==> config.mk <==
export PLATFORM = sky130hd
export DESIGN_NAME = mssq_obuf
export DESIGN_NICKNAME = d
export VERILOG_FILES = /design/src/rtl/core/mssq_pkg.sv /design/src/rtl/core/mssq_obuf.sv
export SDC_FILE = /design/constraint.sdc
export NUM_CORES = 1
export LEC_CHECK = 0
export BUFFER_PORTS_ARGS = -buffer_cell sky130_fd_sc_hd__buf_2
export CORE_UTILIZATION = 45
export CTS_CLUSTER_DIAMETER = 30
export CTS_CLUSTER_SIZE = 28
export DETAILED_ROUTE_END_ITERATION = 8
export PLACE_DENSITY_LB_ADDON = 0.12
export SETUP_SLACK_MARGIN = 0.02
export SLEW_MARGIN = 20
export SYNTH_ARGS = -nofsm -noshare
export SYNTH_HDL_FRONTEND = slang
export SYNTH_SLANG_ARGS = --single-unit
export TNS_END_PERCENT = 10
==> constraint.sdc <==
create_clock -name clk_i -period 8.9 [get_ports clk_i]
set_input_delay 1.335 -clock clk_i [delete_from_list [all_inputs] [get_ports clk_i]]
set_output_delay 1.335 -clock clk_i [all_outputs]
set_load 0.1 [all_outputs]
==> src/rtl/core/mssq_pkg.sv <==
`default_nettype none

package mssq_pkg;

  // Fixed field widths of the pixel and result words.
  localparam int unsigned SideW = 11;
  localparam int unsigned AreaW = 21;
  localparam int unsigned CfgW  = 11;
  localparam int unsigned CfgIdxW = 1;

  localparam logic [SideW-1:0] SideMax = {SideW{1'b1}};
  localparam logic [AreaW-1:0] AreaMax = {AreaW{1'b1}};

  localparam int unsigned DefMaxWidth  = 1024;
  localparam int unsigned DefMaxHeight = 1024;

  localparam logic [CfgW-1:0] ResetImageWidth  = 11'd1024;
  localparam logic [CfgW-1:0] ResetImageHeight = 11'd1024;

  typedef enum logic [CfgIdxW-1:0] {
    CfgImageWidth  = 1'b0,
    CfgImageHeight = 1'b1
  } cfg_idx_e;

  // One result word as it leaves the core.
  typedef struct packed {
    logic [SideW-1:0] side_here;
    logic [SideW-1:0] best_side;
    logic             frame_done;
  } res_t;

  function automatic logic [SideW-1:0] min3(input logic [SideW-1:0] a,
                                            input logic [SideW-1:0] b,
                                            input logic [SideW-1:0] c);
    logic [SideW-1:0] m;
    m = (a < b) ? a : b;
    return (m < c) ? m : c;
  endfunction

endpackage

`default_nettype wire

==> src/rtl/core/mssq_obuf.sv <==
`default_nettype none

module mssq_obuf
  import mssq_pkg::*;
(
  input  wire logic              clk_i,
  input  wire logic              rst_ni,
  input  wire logic              acc_i,
  input  wire res_t              res_i,
  output logic                   full_o,
  output logic                   out_valid_o,
  input  wire logic              out_stall_i,
  output logic       [SideW-1:0] side_here_o,
  output logic       [SideW-1:0] best_side_o,
  output logic       [AreaW-1:0] best_area_o,
  output logic                   frame_done_o
);

  logic                 out_vld_q, out_vld_d, skid_vld_q, skid_vld_d;
  res_t                 out_q, out_d, skid_q, skid_d;
  logic                 out_free;
  logic [2*SideW-1:0]   sq;

  assign out_free = !out_vld_q || !out_stall_i;

  // Output register with a skid word behind it: a new word is taken
  // while the output word is still waiting, and only a full skid stalls.
  always_comb begin
    out_vld_d  = out_vld_q;
    out_d      = out_q;
    skid_vld_d = skid_vld_q;
    skid_d     = skid_q;
    if (out_free) begin
      out_vld_d  = skid_vld_q || acc_i;
      out_d      = skid_vld_q ? skid_q : res_i;
      skid_vld_d = 1'b0;
    end else if (acc_i) begin
      skid_vld_d = 1'b1;
      skid_d     = res_i;
    end
  end

  always_ff @(posedge clk_i or negedge rst_ni) begin
    if (!rst_ni) begin
      out_vld_q  <= 1'b0;
      skid_vld_q <= 1'b0;
    end else begin
      out_vld_q  <= out_vld_d;
      skid_vld_q <= skid_vld_d;
    end
  end

  always_ff @(posedge clk_i) begin
    out_q  <= out_d;
    skid_q <= skid_d;
  end

  assign sq = out_q.best_side * out_q.best_side;

  assign full_o       = skid_vld_q;
  assign out_valid_o  = out_vld_q;
  assign side_here_o  = out_q.side_here;
  assign best_side_o  = out_q.best_side;
  assign best_area_o  = (sq > (2*SideW)'(AreaMax)) ? AreaMax : sq[AreaW-1:0];
  assign frame_done_o = out_q.frame_done;

`ifndef SYNTH
  a_skid_behind_out : assert property (@(posedge clk_i) disable iff (!rst_ni)
    skid_vld_q |-> out_vld_q)
    else $error("skid word held with an empty output register");

  a_accept_shows : assert property (@(posedge clk_i) disable iff (!rst_ni)
    acc_i |=> out_vld_q)
    else $error("accepted word did not reach the output");

  a_skid_drains : assert property (@(posedge clk_i) disable iff (!rst_ni)
    skid_vld_q && !out_stall_i |=> !skid_vld_q)
    else $error("skid word not moved to the output when it was free");
`endif

endmodule

`default_nettype wire

==> results.md <==
* Critical path type: reg2out
* Root Driver: clkbuf_16
* Minimum clock period at 8.31 ns
* Reg area at 1430 um^2
* Setup tns final at 0 ns
* Drt pass-1 iters at 4
* Vias per inst at 5.10
* Critical R2R Launch: full_o
* First-pass GRT wire length at 17300 um
* Final setup fails at 0
* Post-Syn Instances at 508
* Number of placement rows at 38
* Commonest register cell after synthesis: edfxtp_1
* CP arrival at 6.97 ns
* DR WL/cell at 14.0 um
* Setup ws final at 0.593 ns
* Worst slew pin tran at 1.06 ns
* Cell Chain, Critical Path: nand2_1, fa_1, inv_1, fa_1, fa_1, fa_1, inv_1, fa_1, inv_1, ha_1, a21oi_2, o2111ai_1, a221o_1, a31o_2, o211a_1, xor2_2, or2b_1, buf_2
* CP Capture Type: output port
* Fin util at 52.8%
* Number of fill cells at 1012
* DRC at 0
* Mapped Area at 5230 um^2
* Routed Antenna Nets at 0
* Worst Path Required at 7.57 ns
* Gp weighted congestion at 0.902
* Setup WS pre-CTS at 0.893 ns
* Critical path depth in cells at 18
* Final wirelength at 9920 um
* Crit path from: best_side_o[2]
* Unrepaired setup endpoints after global routing: false
* R2R cell count at 1
* Clk buf depth at 2
* Vias after detailed routing at 3621
* CP peak stage delay at 0.85 ns
* Share of cells above drive strength 1 at 21.8%
* Port Buffer Count at 72
* GRT Residual Overflow at 0
* Synth-to-layout area growth at 11.9%
* Async SR Flop Fraction at 4.17%
* Post_cts resized at 0
* Layout Skew at 0.00174 ns
* CORE AREA at 11100 um^2
* Nets@finish at 709
* Max Fclk at 120 MHz
* DR iter-0 viols at 211
* Rel. slew slack at 29.1%
* Distinct cell type count of the synthesized netlist at 42
* Yosys Warn Count at 0
* DIE HEIGHT at 110 um
* Post-synth EDFFs at 46
* Yosys reg bits at 48
* WP buf/inv at 4
* Critical path peak fanout at 21
* Post-CTS Setup Bufs at 0
* Vias in the first global route at 3789
* Crit path top cell by count: fa_1
* Cts hold-fix bufs at 0
* Largest net degree at the start of global routing at 26
* Share of the yosys chip area belonging to registers at 27.4%
* Outcome: finished clean
* CP Launch Type: register
* Initial Util at 47.2%
* Post-DP HPWL at 8140 um
* Top-Level Pins at 73
* Multi-input logic area at 3290 um^2
* Max-slew violations at 0
* Die X at 110 um
* Min-delay src: skid_q[17]
* Clk pin slew, worst setup/hold paths at 0.06 ns
* Die area at 12000 um^2
* GRT Overall Usage at 18.6%
* H-tree depth at 2
* Synth Area per Inst at 10.3 um^2
* Hold Path Stages at 1
* CTS tree: yes
* Critical-path cell with the highest stage delay: xor2_2
* Total CTS buffers at 5
* Hold Path Class: reg2reg
* ANT cells at 0
* Final period util at 93.3%
* Final Hold Viols at 0
* Initial antenna violation count at 0
* Sink Count at 48
* Hold_ws at 0.549 ns
* Insertion delay to the later sink of the worst-skew pair at 0.29 ns
* Crit-path leading delay family: adder cells
* Max-cap violations at 0
==> flip-flops by register name, indices dropped and copies added (netlist names) <==
name          flops
skid_q           23
side_here_o      11
frame_done_o      1
best_side_o      11
out_valid_o       1
full_o            1
==> routing by layer <==
layer	share of wire, %	vias up	global-route usage, %
li1	-	1727	-
met1	43	1819	22.6
met2	54	67	35.3
met3	3.2	8	2.73
met4	0.57	0	2.95
met5	0	-	0
==> kinds of logic after synthesis <==
group                    share of synthesized area (%)
AO/OA/AOI/OAI                                     6.94
flip-flops                                        27.4
adder cells (fa/ha/maj)                           36.3
other                                           0.0718
multiplexers                                      5.36
buffers and inverters                             9.94
XOR/XNOR                                          2.85
AND/OR/NAND/NOR                                   11.2
==> cell usage in the layout (no fill, tap or decap), types with 2 or more instances in the layout <==
| master | count |
|---|---|
| a21o_1 | 7 |
| a21oi_1 | 18 |
| a311o_1 | 2 |
| a31o_2 | 2 |
| a31oi_1 | 3 |
| and2_1 | 29 |
| and4_1 | 2 |
| buf_2 | 72 |
| clkbuf_16 | 5 |
| conb_1 | 2 |
| dfrtp_1 | 2 |
| edfxtp_1 | 46 |
| fa_1 | 64 |
| ha_1 | 49 |
| inv_1 | 111 |
| mux2_2 | 24 |
| nand2_1 | 43 |
| nand2_2 | 10 |
| nand2b_1 | 2 |
| nand3_1 | 2 |
| nor2_1 | 12 |
| nor2b_1 | 3 |
| nor3_1 | 4 |
| o21a_1 | 3 |
| o21ai_0 | 12 |
| o31ai_1 | 2 |
| or2_2 | 3 |
| or2b_1 | 2 |
| xnor2_1 | 10 |
| xor2_1 | 6 |
==> layout make-up <==
class                           instances  area share [%]
Clock inverter                          2           0.599
Clock buffer                            6            2.20
Tap cell                              140            3.00
Multi-Input combinational cell        329            56.2
Inverter                              112            7.19
Timing Repair Buffer                   73            6.29
Sequential cell                        48            24.5
==> synth_stat cells, drive strengths merged, types with 3 or more instances <==
cell	instances	share of area, %
a21o	7	1.0
a21oi	19	1.9
a31oi	3	0.36
and2	29	3.5
and3	3	0.45
clkbuf	18	1.3
edfxtp	46	26
fa	64	25
ha	49	12
inv	112	8.0
mux2	24	5.2
nand2	53	4.2
nor2	12	0.86
nor2b	3	0.36
nor3	4	0.38
o21a	3	0.43
o21ai	13	1.2
or2	3	0.36
xnor2	10	1.7
xor2	7	1.2
==> stage by stage <==
| stage | std cells | area (um^2) |
|---|---|---|
| after floorplan | 509 | 5230 |
| after global placement | 702 | 5680 |
| after detailed placement | 702 | 5680 |
| after CTS | 710 | 5840 |
| after global routing | 710 | 5850 |
| final | 710 | 5850 |
==> final timing paths <==
| kind | to | slack, ns |
|---|---|---|
| hold reg to reg | side_here_o[5] | 0.55 |
| hold / removal | side_here_o[5] | 0.55 |
| max in group asynchronous | full_o | 7.97 |
| setup / recovery | best_area_o[0] | 0.59 |
| setup reg to reg | side_here_o[1] | 7.20 |
| min in group asynchronous | out_valid_o | 0.82 |
Power is not shown: default switching activity piles up to over one toggle a cycle in this logic, so the estimate is an artifact.
